File: src/sv/assert_macros.svh
// ----------------------------------------------------------------------------
// Assertion macros
// Shared concurrent assertion wrappers for the resampler RTL.
// ----------------------------------------------------------------------------
`ifndef ASSERT_MACROS_SVH
`define ASSERT_MACROS_SVH

// Check on every clock edge outside reset.
`define SPUR_ASSERT(lbl, prop, msg) \
  lbl: assert property (@(posedge clk_i) disable iff (!rst_ni) (prop)) else $error(msg);

// Check on every clock edge, reset included.
`define SPUR_ASSERT_ALWAYS(lbl, prop, msg) \
  lbl: assert property (@(posedge clk_i) (prop)) else $error(msg);

`endif

File: src/sv/spur_pkg.sv
// ----------------------------------------------------------------------------
// spur_pkg
// Types and constants shared by the uniform resampler modules.
// ----------------------------------------------------------------------------
`default_nettype none

package spur_pkg;

  localparam int unsigned RegW = 31;
  localparam int unsigned SidW = 16;
  localparam int unsigned AccW = 32;

  localparam logic [RegW-1:0] SpacingRst = 31'd3932;
  localparam logic [RegW-1:0] BreakRst   = 31'd16384;

  typedef enum logic {
    CFG_SPACING = 1'b0,
    CFG_BREAK   = 1'b1
  } spur_cfg_e;

  typedef enum logic [1:0] {
    OP_MUL  = 2'd0,
    OP_DIV  = 2'd1,
    OP_SQRT = 2'd2
  } spur_op_e;

  typedef struct packed {
    logic     start;
    spur_op_e op;
  } spur_req_t;

endpackage

`default_nettype wire

File: src/sv/scan_point_uniform_resampler_top.sv
// ----------------------------------------------------------------------------
// scan_point_uniform_resampler_top
// Arc-length resampler for the 2D points of a lidar scan (Q.16 metres).
// ----------------------------------------------------------------------------
// One input point is taken at a time; in_ready_o is low while it is worked on.
// Multiplies, divides and square roots run through one bit-serial unit of
// width DW, the larger of 64 and COORD_BITS+33 rounded up to even (66 at the
// default width). The first point of a scan is passed on as is. Each segment
// length is the root of the summed squares of the deltas after a right shift
// by k (k = right shift needed to bring the larger coordinate delta under
// 2^31, zero for short segments), shifted back left by k; each interpolated
// point takes a multiply and a rounded divide per axis. Results leave
// through a one-deep output register plus one pending word, so a stalled
// output stalls the sequencer.
`default_nettype none

module scan_point_uniform_resampler_top #(
  parameter int unsigned MAX_RUN    = 16,
  parameter int unsigned COORD_BITS = 32
) (
  input  wire logic                          clk_i,
  input  wire logic                          rst_ni,
  input  wire logic                          cfg_we_i,
  input  wire logic                          cfg_idx_i,
  input  wire logic [spur_pkg::RegW-1:0]     cfg_data_i,
  input  wire logic                          in_valid_i,
  output logic                               in_ready_o,
  input  wire logic [spur_pkg::SidW-1:0]     source_id_i,
  input  wire logic signed [COORD_BITS-1:0]  x_i,
  input  wire logic signed [COORD_BITS-1:0]  y_i,
  input  wire logic                          first_point_i,
  input  wire logic                          last_point_i,
  output logic                               out_valid_o,
  input  wire logic                          out_ready_i,
  output logic [spur_pkg::SidW-1:0]          out_source_id_o,
  output logic signed [COORD_BITS-1:0]       out_x_o,
  output logic signed [COORD_BITS-1:0]       out_y_o,
  output logic                               point_valid_o,
  output logic                               run_last_o,
  output logic                               scan_end_o
);

  `include "assert_macros.svh"

  localparam int unsigned CB  = COORD_BITS;
  localparam int unsigned MW  = CB + 1;
  localparam int unsigned LW  = (CB + 2 > 32) ? CB + 2 : 32;
  localparam int unsigned SW  = LW + 1;
  localparam int unsigned DW0 = (CB + 33 > 64) ? CB + 33 : 64;
  localparam int unsigned DW  = DW0 + (DW0 % 2);
  localparam int unsigned RW  = $clog2(MAX_RUN + 1);
  localparam int unsigned KW  = $clog2(MW);
  localparam int unsigned RgW = spur_pkg::RegW;
  localparam int unsigned AW  = spur_pkg::AccW;
  localparam int unsigned IdW = spur_pkg::SidW;

  typedef enum logic [14:0] {
    S_IDLE   = 15'b000000000000001,
    S_ITER   = 15'b000000000000010,
    S_NORM   = 15'b000000000000100,
    S_SQA    = 15'b000000000001000,
    S_SQB    = 15'b000000000010000,
    S_ROOT   = 15'b000000000100000,
    S_SHIFT  = 15'b000000001000000,
    S_DECIDE = 15'b000000010000000,
    S_MULX   = 15'b000000100000000,
    S_DIVX   = 15'b000001000000000,
    S_MULY   = 15'b000010000000000,
    S_DIVY   = 15'b000100000000000,
    S_BUILD  = 15'b001000000000000,
    S_PUSH   = 15'b010000000000000,
    S_FLUSH  = 15'b100000000000000
  } state_e;

  state_e          state_q, state_d;
  logic [RgW-1:0]  spacing_q, spacing_d;
  logic [RgW-1:0]  break_q, break_d;
  logic [CB-1:0]   prev_x_q, prev_x_d, prev_y_q, prev_y_d;
  logic [AW-1:0]   acc_q, acc_d;
  logic            have_prev_q, have_prev_d;
  logic [RW-1:0]   n_q, n_d;
  logic            pend_valid_q, pend_valid_d;
  logic            out_valid_q, out_valid_d;

  logic [IdW-1:0]  sid_q, sid_d;
  logic [CB-1:0]   cx_q, cx_d, cy_q, cy_d;
  logic            last_q, last_d;
  logic [KW-1:0]   k_q, k_d;
  logic [MW-1:0]   na_q, na_d, nb_q, nb_d;
  logic [MW-1:0]   adx_q, adx_d, ady_q, ady_d;
  logic            sx_q, sx_d, sy_q, sy_d;
  logic [DW-1:0]   sqa_q, sqa_d;
  logic [LW-1:0]   len_q, len_d;
  logic [RgW-1:0]  num_q, num_d;
  logic [CB-1:0]   qx_q, qx_d, qy_q, qy_d;
  logic [CB-1:0]   nr_x_q, nr_x_d, nr_y_q, nr_y_d;
  logic            fin_q, fin_d;
  logic [IdW-1:0]  pend_sid_q, pend_sid_d;
  logic [CB-1:0]   pend_x_q, pend_x_d, pend_y_q, pend_y_d;
  logic            pend_pv_q, pend_pv_d;
  logic [IdW-1:0]  out_sid_q, out_sid_d;
  logic [CB-1:0]   out_x_q, out_x_d, out_y_q, out_y_d;
  logic            out_pv_q, out_pv_d, out_rl_q, out_rl_d, out_se_q, out_se_d;

  spur_pkg::spur_req_t alu_req;
  logic [DW-1:0]       alu_opa, alu_opb;
  logic                alu_done;
  logic [DW-1:0]       alu_res;

  logic [MW-1:0]  dx, dy;
  logic [SW-1:0]  sum;
  logic [RgW-1:0] num;
  logic           slot_free;
  logic           in_acc;
  logic           cap;

  spur_alu #(
    .DW (DW)
  ) u_alu (
    .clk_i  (clk_i),
    .rst_ni (rst_ni),
    .req_i  (alu_req),
    .opa_i  (alu_opa),
    .opb_i  (alu_opb),
    .done_o (alu_done),
    .res_o  (alu_res)
  );

  always_comb begin
    dx        = {cx_q[CB-1], cx_q} - {prev_x_q[CB-1], prev_x_q};
    dy        = {cy_q[CB-1], cy_q} - {prev_y_q[CB-1], prev_y_q};
    sum       = SW'(acc_q) + SW'(len_q);
    num       = (acc_q > AW'(spacing_q)) ? '0 : spacing_q - acc_q[RgW-1:0];
    slot_free = !out_valid_q || out_ready_i;
    in_acc    = in_valid_i && (state_q == S_IDLE);
    cap       = (n_q == RW'(MAX_RUN - 1));
  end

  always_comb begin
    state_d      = state_q;
    spacing_d    = spacing_q;
    break_d      = break_q;
    prev_x_d     = prev_x_q;
    prev_y_d     = prev_y_q;
    acc_d        = acc_q;
    have_prev_d  = have_prev_q;
    n_d          = n_q;
    pend_valid_d = pend_valid_q;
    out_valid_d  = out_valid_q && !out_ready_i;
    sid_d        = sid_q;
    cx_d         = cx_q;
    cy_d         = cy_q;
    last_d       = last_q;
    k_d          = k_q;
    na_d         = na_q;
    nb_d         = nb_q;
    adx_d        = adx_q;
    ady_d        = ady_q;
    sx_d         = sx_q;
    sy_d         = sy_q;
    sqa_d        = sqa_q;
    len_d        = len_q;
    num_d        = num_q;
    qx_d         = qx_q;
    qy_d         = qy_q;
    nr_x_d       = nr_x_q;
    nr_y_d       = nr_y_q;
    fin_d        = fin_q;
    pend_sid_d   = pend_sid_q;
    pend_x_d     = pend_x_q;
    pend_y_d     = pend_y_q;
    pend_pv_d    = pend_pv_q;
    out_sid_d    = out_sid_q;
    out_x_d      = out_x_q;
    out_y_d      = out_y_q;
    out_pv_d     = out_pv_q;
    out_rl_d     = out_rl_q;
    out_se_d     = out_se_q;
    alu_req.start = 1'b0;
    alu_req.op    = spur_pkg::OP_MUL;
    alu_opa       = '0;
    alu_opb       = '0;

    if (cfg_we_i) begin
      case (spur_pkg::spur_cfg_e'(cfg_idx_i))
        spur_pkg::CFG_SPACING: spacing_d = cfg_data_i;
        spur_pkg::CFG_BREAK:   break_d   = cfg_data_i;
        default: ;
      endcase
    end

    case (state_q)
      S_IDLE: begin
        if (in_acc) begin
          sid_d  = source_id_i;
          cx_d   = x_i;
          cy_d   = y_i;
          last_d = last_point_i;
          n_d    = '0;
          if (first_point_i || !have_prev_q) begin
            // scan start: keep the point as is
            pend_valid_d = 1'b1;
            pend_sid_d   = source_id_i;
            pend_x_d     = x_i;
            pend_y_d     = y_i;
            pend_pv_d    = 1'b1;
            prev_x_d     = x_i;
            prev_y_d     = y_i;
            acc_d        = '0;
            have_prev_d  = 1'b1;
            state_d      = S_FLUSH;
          end else begin
            state_d = S_ITER;
          end
        end
      end
      S_ITER: begin
        sx_d    = dx[MW-1];
        sy_d    = dy[MW-1];
        adx_d   = dx[MW-1] ? -dx : dx;
        ady_d   = dy[MW-1] ? -dy : dy;
        na_d    = dx[MW-1] ? -dx : dx;
        nb_d    = dy[MW-1] ? -dy : dy;
        k_d     = '0;
        state_d = S_NORM;
      end
      S_NORM: begin
        // scale down until both deltas fit 31 bits
        if (((na_q >> 31) != '0) || ((nb_q >> 31) != '0)) begin
          na_d = na_q >> 1;
          nb_d = nb_q >> 1;
          k_d  = k_q + KW'(1);
        end else begin
          alu_req.start = 1'b1;
          alu_req.op    = spur_pkg::OP_MUL;
          alu_opa       = DW'(na_q);
          alu_opb       = DW'(na_q);
          state_d       = S_SQA;
        end
      end
      S_SQA: begin
        if (alu_done) begin
          sqa_d         = alu_res;
          alu_req.start = 1'b1;
          alu_req.op    = spur_pkg::OP_MUL;
          alu_opa       = DW'(nb_q);
          alu_opb       = DW'(nb_q);
          state_d       = S_SQB;
        end
      end
      S_SQB: begin
        if (alu_done) begin
          alu_req.start = 1'b1;
          alu_req.op    = spur_pkg::OP_SQRT;
          alu_opa       = sqa_q + alu_res;
          state_d       = S_ROOT;
        end
      end
      S_ROOT: begin
        if (alu_done) begin
          len_d   = alu_res[LW-1:0];
          state_d = S_SHIFT;
        end
      end
      S_SHIFT: begin
        // undo the scaling on the root
        if (k_q != '0) begin
          len_d = {len_q[LW-2:0], 1'b0};
          k_d   = k_q - KW'(1);
        end else begin
          state_d = S_DECIDE;
        end
      end
      S_DECIDE: begin
        if (sum < SW'(spacing_q)) begin
          acc_d    = (sum[SW-1:AW] != '0) ? '1 : sum[AW-1:0];
          prev_x_d = cx_q;
          prev_y_d = cy_q;
          state_d  = S_FLUSH;
        end else if (sum >= SW'(break_q)) begin
          nr_x_d   = cx_q;
          nr_y_d   = cy_q;
          prev_x_d = cx_q;
          prev_y_d = cy_q;
          acc_d    = '0;
          n_d      = n_q + RW'(1);
          fin_d    = 1'b1;
          state_d  = S_PUSH;
        end else if (len_q == '0) begin
          qx_d    = '0;
          qy_d    = '0;
          state_d = S_BUILD;
        end else begin
          num_d         = num;
          alu_req.start = 1'b1;
          alu_req.op    = spur_pkg::OP_MUL;
          alu_opa       = DW'(adx_q);
          alu_opb       = DW'(num);
          state_d       = S_MULX;
        end
      end
      S_MULX: begin
        if (alu_done) begin
          alu_req.start = 1'b1;
          alu_req.op    = spur_pkg::OP_DIV;
          alu_opa       = alu_res + DW'(len_q >> 1);
          alu_opb       = DW'(len_q);
          state_d       = S_DIVX;
        end
      end
      S_DIVX: begin
        if (alu_done) begin
          qx_d          = alu_res[CB-1:0];
          alu_req.start = 1'b1;
          alu_req.op    = spur_pkg::OP_MUL;
          alu_opa       = DW'(ady_q);
          alu_opb       = DW'(num_q);
          state_d       = S_MULY;
        end
      end
      S_MULY: begin
        if (alu_done) begin
          alu_req.start = 1'b1;
          alu_req.op    = spur_pkg::OP_DIV;
          alu_opa       = alu_res + DW'(len_q >> 1);
          alu_opb       = DW'(len_q);
          state_d       = S_DIVY;
        end
      end
      S_DIVY: begin
        if (alu_done) begin
          qy_d    = alu_res[CB-1:0];
          state_d = S_BUILD;
        end
      end
      S_BUILD: begin
        nr_x_d = sx_q ? prev_x_q - qx_q : prev_x_q + qx_q;
        nr_y_d = sy_q ? prev_y_q - qy_q : prev_y_q + qy_q;
        acc_d  = '0;
        n_d    = n_q + RW'(1);
        fin_d  = cap;
        if (cap) begin
          // run cap reached: skip the rest of the segment
          prev_x_d = cx_q;
          prev_y_d = cy_q;
        end else begin
          prev_x_d = sx_q ? prev_x_q - qx_q : prev_x_q + qx_q;
          prev_y_d = sy_q ? prev_y_q - qy_q : prev_y_q + qy_q;
        end
        state_d = S_PUSH;
      end
      S_PUSH: begin
        // hold the newest word back until it is known whether it ends the run
        if (!pend_valid_q || slot_free) begin
          if (pend_valid_q) begin
            out_valid_d = 1'b1;
            out_sid_d   = pend_sid_q;
            out_x_d     = pend_x_q;
            out_y_d     = pend_y_q;
            out_pv_d    = pend_pv_q;
            out_rl_d    = 1'b0;
            out_se_d    = 1'b0;
          end
          pend_valid_d = 1'b1;
          pend_sid_d   = sid_q;
          pend_x_d     = nr_x_q;
          pend_y_d     = nr_y_q;
          pend_pv_d    = 1'b1;
          state_d      = fin_q ? S_FLUSH : S_ITER;
        end
      end
      S_FLUSH: begin
        if (!pend_valid_q && !last_q) begin
          state_d = S_IDLE;
        end else if (slot_free) begin
          out_valid_d  = 1'b1;
          out_sid_d    = pend_valid_q ? pend_sid_q : sid_q;
          out_x_d      = pend_valid_q ? pend_x_q : '0;
          out_y_d      = pend_valid_q ? pend_y_q : '0;
          out_pv_d     = pend_valid_q && pend_pv_q;
          out_rl_d     = 1'b1;
          out_se_d     = last_q;
          pend_valid_d = 1'b0;
          if (last_q) begin
            have_prev_d = 1'b0;
          end
          state_d = S_IDLE;
        end
      end
      default: state_d = S_IDLE;
    endcase
  end

  always_ff @(posedge clk_i or negedge rst_ni) begin
    if (!rst_ni) begin
      state_q      <= S_IDLE;
      spacing_q    <= spur_pkg::SpacingRst;
      break_q      <= spur_pkg::BreakRst;
      prev_x_q     <= '0;
      prev_y_q     <= '0;
      acc_q        <= '0;
      have_prev_q  <= 1'b0;
      n_q          <= '0;
      pend_valid_q <= 1'b0;
      out_valid_q  <= 1'b0;
    end else begin
      state_q      <= state_d;
      spacing_q    <= spacing_d;
      break_q      <= break_d;
      prev_x_q     <= prev_x_d;
      prev_y_q     <= prev_y_d;
      acc_q        <= acc_d;
      have_prev_q  <= have_prev_d;
      n_q          <= n_d;
      pend_valid_q <= pend_valid_d;
      out_valid_q  <= out_valid_d;
    end
  end

  always_ff @(posedge clk_i) begin
    sid_q      <= sid_d;
    cx_q       <= cx_d;
    cy_q       <= cy_d;
    last_q     <= last_d;
    k_q        <= k_d;
    na_q       <= na_d;
    nb_q       <= nb_d;
    adx_q      <= adx_d;
    ady_q      <= ady_d;
    sx_q       <= sx_d;
    sy_q       <= sy_d;
    sqa_q      <= sqa_d;
    len_q      <= len_d;
    num_q      <= num_d;
    qx_q       <= qx_d;
    qy_q       <= qy_d;
    nr_x_q     <= nr_x_d;
    nr_y_q     <= nr_y_d;
    fin_q      <= fin_d;
    pend_sid_q <= pend_sid_d;
    pend_x_q   <= pend_x_d;
    pend_y_q   <= pend_y_d;
    pend_pv_q  <= pend_pv_d;
    out_sid_q  <= out_sid_d;
    out_x_q    <= out_x_d;
    out_y_q    <= out_y_d;
    out_pv_q   <= out_pv_d;
    out_rl_q   <= out_rl_d;
    out_se_q   <= out_se_d;
  end

  assign in_ready_o      = (state_q == S_IDLE);
  assign out_valid_o     = out_valid_q;
  assign out_source_id_o = out_sid_q;
  assign out_x_o         = out_x_q;
  assign out_y_o         = out_y_q;
  assign point_valid_o   = out_pv_q;
  assign run_last_o      = out_rl_q;
  assign scan_end_o      = out_se_q;

  `SPUR_ASSERT(a_idle_no_pend, in_ready_o |-> !pend_valid_q, "pending word left at idle")
  `SPUR_ASSERT(a_run_bound, n_q <= RW'(MAX_RUN), "run count beyond cap")
  `SPUR_ASSERT(a_prev_clear, $fell(have_prev_q) |-> $past(last_q), "scan closed without last point")

endmodule

`default_nettype wire

File: src/sv/spur_alu.sv
// ----------------------------------------------------------------------------
// spur_alu
// Bit-serial shared unit: shift-add multiply, restoring divide, integer root.
// ----------------------------------------------------------------------------
`default_nettype none

module spur_alu #(
  parameter int unsigned DW = 66
) (
  input  wire logic               clk_i,
  input  wire logic               rst_ni,
  input  wire spur_pkg::spur_req_t req_i,
  input  wire logic [DW-1:0]      opa_i,
  input  wire logic [DW-1:0]      opb_i,
  output logic                    done_o,
  output logic [DW-1:0]           res_o
);

  localparam int unsigned CW = $clog2(DW + 1);

  logic              busy_q, busy_d;
  logic              done_q, done_d;
  spur_pkg::spur_op_e op_q, op_d;
  logic [CW-1:0]     cnt_q, cnt_d;
  logic [DW-1:0]     a_q, a_d;
  logic [DW-1:0]     sh_q, sh_d;
  logic [DW-1:0]     res_q, res_d;
  logic [DW:0]       rem_q, rem_d;

  logic          is_div;
  logic [DW:0]   trial_t;
  logic [DW:0]   sub_b;
  logic [DW:0]   diff;
  logic          ge;
  logic [DW-1:0] mul_sum;

  always_comb begin
    is_div  = (op_q == spur_pkg::OP_DIV);
    trial_t = is_div ? {rem_q[DW-1:0], sh_q[DW-1]} : {rem_q[DW-2:0], sh_q[DW-1:DW-2]};
    sub_b   = is_div ? {1'b0, a_q} : {res_q[DW-2:0], 2'b01};
    ge      = (trial_t >= sub_b);
    diff    = trial_t - sub_b;
    mul_sum = {res_q[DW-2:0], 1'b0} + (sh_q[DW-1] ? a_q : '0);
  end

  always_comb begin
    busy_d = busy_q;
    done_d = 1'b0;
    op_d   = op_q;
    cnt_d  = cnt_q;
    a_d    = a_q;
    sh_d   = sh_q;
    res_d  = res_q;
    rem_d  = rem_q;
    if (req_i.start) begin
      busy_d = 1'b1;
      op_d   = req_i.op;
      cnt_d  = (req_i.op == spur_pkg::OP_SQRT) ? CW'(DW / 2) : CW'(DW);
      a_d    = (req_i.op == spur_pkg::OP_DIV) ? opb_i : opa_i;
      sh_d   = (req_i.op == spur_pkg::OP_MUL) ? opb_i : opa_i;
      res_d  = '0;
      rem_d  = '0;
    end else if (busy_q) begin
      case (op_q)
        spur_pkg::OP_MUL: begin
          res_d = mul_sum;
          sh_d  = {sh_q[DW-2:0], 1'b0};
        end
        spur_pkg::OP_DIV: begin
          rem_d = ge ? diff : trial_t;
          res_d = {res_q[DW-2:0], ge};
          sh_d  = {sh_q[DW-2:0], 1'b0};
        end
        default: begin
          rem_d = ge ? diff : trial_t;
          res_d = {res_q[DW-2:0], ge};
          sh_d  = {sh_q[DW-3:0], 2'b00};
        end
      endcase
      cnt_d = cnt_q - CW'(1);
      if (cnt_q == CW'(1)) begin
        busy_d = 1'b0;
        done_d = 1'b1;
      end
    end
  end

  always_ff @(posedge clk_i or negedge rst_ni) begin
    if (!rst_ni) begin
      busy_q <= 1'b0;
      done_q <= 1'b0;
      op_q   <= spur_pkg::OP_MUL;
      cnt_q  <= '0;
    end else begin
      busy_q <= busy_d;
      done_q <= done_d;
      op_q   <= op_d;
      cnt_q  <= cnt_d;
    end
  end

  always_ff @(posedge clk_i) begin
    a_q   <= a_d;
    sh_q  <= sh_d;
    res_q <= res_d;
    rem_q <= rem_d;
  end

  assign done_o = done_q;
  assign res_o  = res_q;

endmodule

`default_nettype wire

File: config.mk
export PLATFORM = sky130hd
export DESIGN_NAME = scan_point_uniform_resampler_top
export DESIGN_NICKNAME = d
export VERILOG_FILES = /design/src/sv/spur_pkg.sv /design/src/sv/scan_point_uniform_resampler_top.sv /design/src/sv/spur_alu.sv
export VERILOG_INCLUDE_DIRS = /design/src /design/src/sv
export SDC_FILE = /design/constraint.sdc
export NUM_CORES = 2
export LEC_CHECK = 0
export BUFFER_PORTS_ARGS = -buffer_cell sky130_fd_sc_hd__buf_2
export CAP_MARGIN = 20
export CORE_MARGIN = 8
export CORE_UTILIZATION = 60
export DETAILED_ROUTE_END_ITERATION = 8
export GPL_ROUTABILITY_DRIVEN = 0
export PLACE_DENSITY_LB_ADDON = 0.15
export SLEW_MARGIN = 20
export SYNTH_ARGS = -nofsm -noshare
export SYNTH_HDL_FRONTEND = slang
export SYNTH_SLANG_ARGS = --single-unit
File: constraint.sdc
create_clock -name clk_i -period 10.6 [get_ports clk_i]
set_clock_uncertainty 0.05 [all_clocks]
set_input_delay 0.53 -clock clk_i [delete_from_list [all_inputs] [get_ports clk_i]]
set_output_delay 0.53 -clock clk_i [all_outputs]
set_load 0.01 [all_outputs]
==> run metrics <==
starting density of the core=60.2%; CP Max Fanout=57; setup_tns=0 ns; first-pass GRT wire length=~350 mm; global route overflow=0; Slew Viols, Final=0; Final period util=between 70% and 80%; dpl cell area=between 70000 and 80000 um2; outcome=complete, but fails checks; Distinct cells, synth=about 100; Startpoint Class=flip-flop; Final nets=approximately 8700; Slew HR=between 20% and 30%; final hold vios=0; violated checks=design-rule violations; clk buf depth=3; synth warn=0; cells after synthesis=between 7000 and 8000; Vias per Instance=approximately 6.5; Critical Path Sink Type=flip-flop; Async S/R FF share, synth=approximately 17%; num ports=just over 200; Clock Sink Count=1100; mapped cell area=75300 um2; Slew @ Worst Pin=between 1 and 1.5 ns; arrival time worst endpoint=roughly 8.4 ns; Req. time, crit path=10.91 ns; # Post-CTS Setup Buffers=0; port bufs=slightly above 200; Setup WS post-layout=2.48 ns; worst setup path start=len_q[0]; CTS tree=built; post-synthesis area per instance=around 9.6 um2; path depth of the worst reg2reg path=26; max-capacitance violation count=0; Final setup viols=0; Yosys reg bits=between 1000 and 1500; Die X=between 300 and 400 um; GR Util All Layers=32.8%; TritonRoute pass-1 iters=9; Net Count, Synth=roughly 8500; DPL Wire Length=about 170 mm; Post-DRT Antenna Nets=0; maximum VDD drop=just over 0.2 mV; CTS Root Cell=clkbuf_16; clk_lat worst skew=~0.77 ns; initial antenna violation count=7; RSZ-0062 raised after global routing=no; Crit Path Class=reg2reg; Post-synth EDFFs=776; top_reg_cell synth=edfxtp_1; Vias=64100; hold crit path type=in2reg; flop2flop setup slack=roughly 2.5 ns; RR Startpoint=len_q[0]; DIE HEIGHT=between 300 and 400 um; largest net degree at the start of global routing=roughly 150; P&R area growth vs syn=10.5%; fmax=123 MHz; fin crit period=approximately 8.1 ns; Leak=around 33 nW; Total Wirelength=233 mm; Final Util=66.5%; register area share after synthesis=between 40% and 50%; FF-to-FF End=u_alu.sh_q[28]; number of core rows=130; Final Cell Area=83200 um2; share of cells above drive strength 1=11.2%; Place WS=2.77 ns; Residual DRC=a little over 50; clk slew on worst S/H paths=~0.06 ns; CTS Buf Count=about 120; die area=137000 um2; WL/cell=23.8 um; hold slack=0.0486 ns; CTS H-tree lvls=3; initial DRC count=7973; crit path to=u_alu.sh_q[28]; pwr/cell area=about 250 nW/um2; vias in the first global route=60200; Core Region=~130000 um2
[how the worst min path moves through the flow]
stage,start,end,slack (ns),cells after the start
finish,in_valid_i,have_prev_q,0.05,3
floorplan,rst_ni,acc_q[0],0.18,0
global route,in_valid_i,have_prev_q,0.06,3
detailed placement,u_alu.rem_q[65],u_alu.rem_q[65],0.40,2
global placement,u_alu.rem_q[65],u_alu.rem_q[65],0.39,2
CTS,in_valid_i,have_prev_q,0.03,3
[per-stage QoR]
step / total power, mW / std cells
after floorplan: 13.1 / 7884
after global placement: 15.8 / 9449
after detailed placement: 16.0 / 9449
after CTS: 20.6 / 9784
after global routing: 21.9 / 9786
final: 20.9 / 9793
[final cells by class]
type,count,area [um2]
clock buffers,142,3110
well taps,1650,2060
clock inverters,80,1040
diodes,8,20.0
repair buffers,409,2900
fillers,9927,41900
multi-input cells,6078,42100
inverters,326,1220
flip-flops and latches,1100,30800
[timing repair]
action	in CTS	in global routing
hold endpoints to repair	217	0
hold buffers	113	0
resized for setup	0	0
[metal layers]
layer	wire length, um	global-route usage, %	up-vias
li1	-	-	29400
met1	94300	44.4	30700
met2	103000	50.8	3326
met3	24400	6.72	648
met4	11900	14.8	2
met5	11	0	-
[worst max-delay path: stages, from the launching register on]
cell	delay, ns
edfxtp_1	0.40
ha_1	0.22
inv_1	0.07
fa_1	0.40
nand2b_1	0.18
a21o_1	0.18
a21oi_1	0.30
a21oi_1	0.21
o21a_1	0.26
o21ai_0	0.54
a21oi_1	0.14
o21ai_0	0.12
xor2_1	0.28
ha_1	0.30
and4_1	0.23
a41oi_1	0.22
a21oi_1	0.10
o31ai_1	0.22
a211oi_1	0.12
nor3_1	0.34
o21ba_2	0.26
nand4b_1	0.27
o21ai_4	0.21
buf_4	0.68
nor2_1	0.18
inv_2	0.56
buf_4	0.59
[cells in the final DEF (no fill, tap or decap), types with 202 or more instances in the layout]
master | synthesis | final
a21o_1 | 237 | 236
buf_2 | 18 | 202
ha_1 | 521 | 520
mux2_2 | 318 | 318
nand2_1 | 693 | 692
a21oi_1 | 658 | 658
edfxtp_1 | 776 | 776
nor2_1 | 570 | 566
and2_1 | 245 | 243
inv_1 | 325 | 323
o21ai_0 | 536 | 536
xnor2_1 | 335 | 335
[synth_stat cells (22+ instances only)]
cell type	count	share of area, %
nand2_1	693	3.5
nor2b_1	76	0.63
buf_1	35	0.17
nor4_1	35	0.29
o21a_1	53	0.53
nand4_1	86	0.71
inv_1	325	1.6
edfxtp_1	776	31
o21bai_1	68	0.68
a211oi_1	129	1.3
a31oi_1	88	0.73
o31ai_1	32	0.32
nand3_1	119	0.79
dfxtp_1	132	3.5
a21boi_0	24	0.24
o211ai_1	98	0.98
a221oi_1	34	0.40
o21ai_0	536	3.6
or3_1	34	0.28
xor2_1	181	2.1
dfrtp_1	182	6.0
clkbuf_1	326	1.6
a22o_1	36	0.42
and2_1	245	2.0
a21o_1	237	2.4
nor2_1	570	2.8
a221o_1	40	0.53
nand2b_1	70	0.58
mux2i_1	136	1.8
and3_1	63	0.52
mux2_2	318	4.8
a211o_1	27	0.31
or2_2	25	0.21
nor3_1	145	0.96
xnor2_1	335	3.9
a21oi_1	658	4.4
a22oi_1	53	0.53
nor3b_1	28	0.28
o22ai_1	22	0.18
ha_1	521	8.7
[flip-flops by register name (all words and copies together) (netlist names), 34 cells and up]
signal       flops
sqa_q           66
u_alu.a_q       66
u_alu.rem_q     66
len_q           34
u_alu.res_o     66
u_alu.sh_q      66
[kinds of logic (layout without fill, tap and decap cells)]
family,after synthesis,after routing,synth area share (%)
AOI/OAI and AO/OA,2310,2310,19.6
xor gates and xnor gates,516,516,6.00
adders and majority gates,532,532,8.95
buffers and inverters,706,957,3.55
DFF,1100,1100,40.8
muxes,455,455,6.58
other,0,8,0
and+or+nand+nor,2265,2265,14.5
[power by group]
group	internal [mW]	switching (mW)	total (mW)	leakage [nW]
Combinational	3.69	6.35	10.0	21.0
Sequential	5.77	0.618	6.38	10.5
Clock	2.59	1.86	4.45	2.00
No activity file was read; power rests on OpenSTA's default activity.
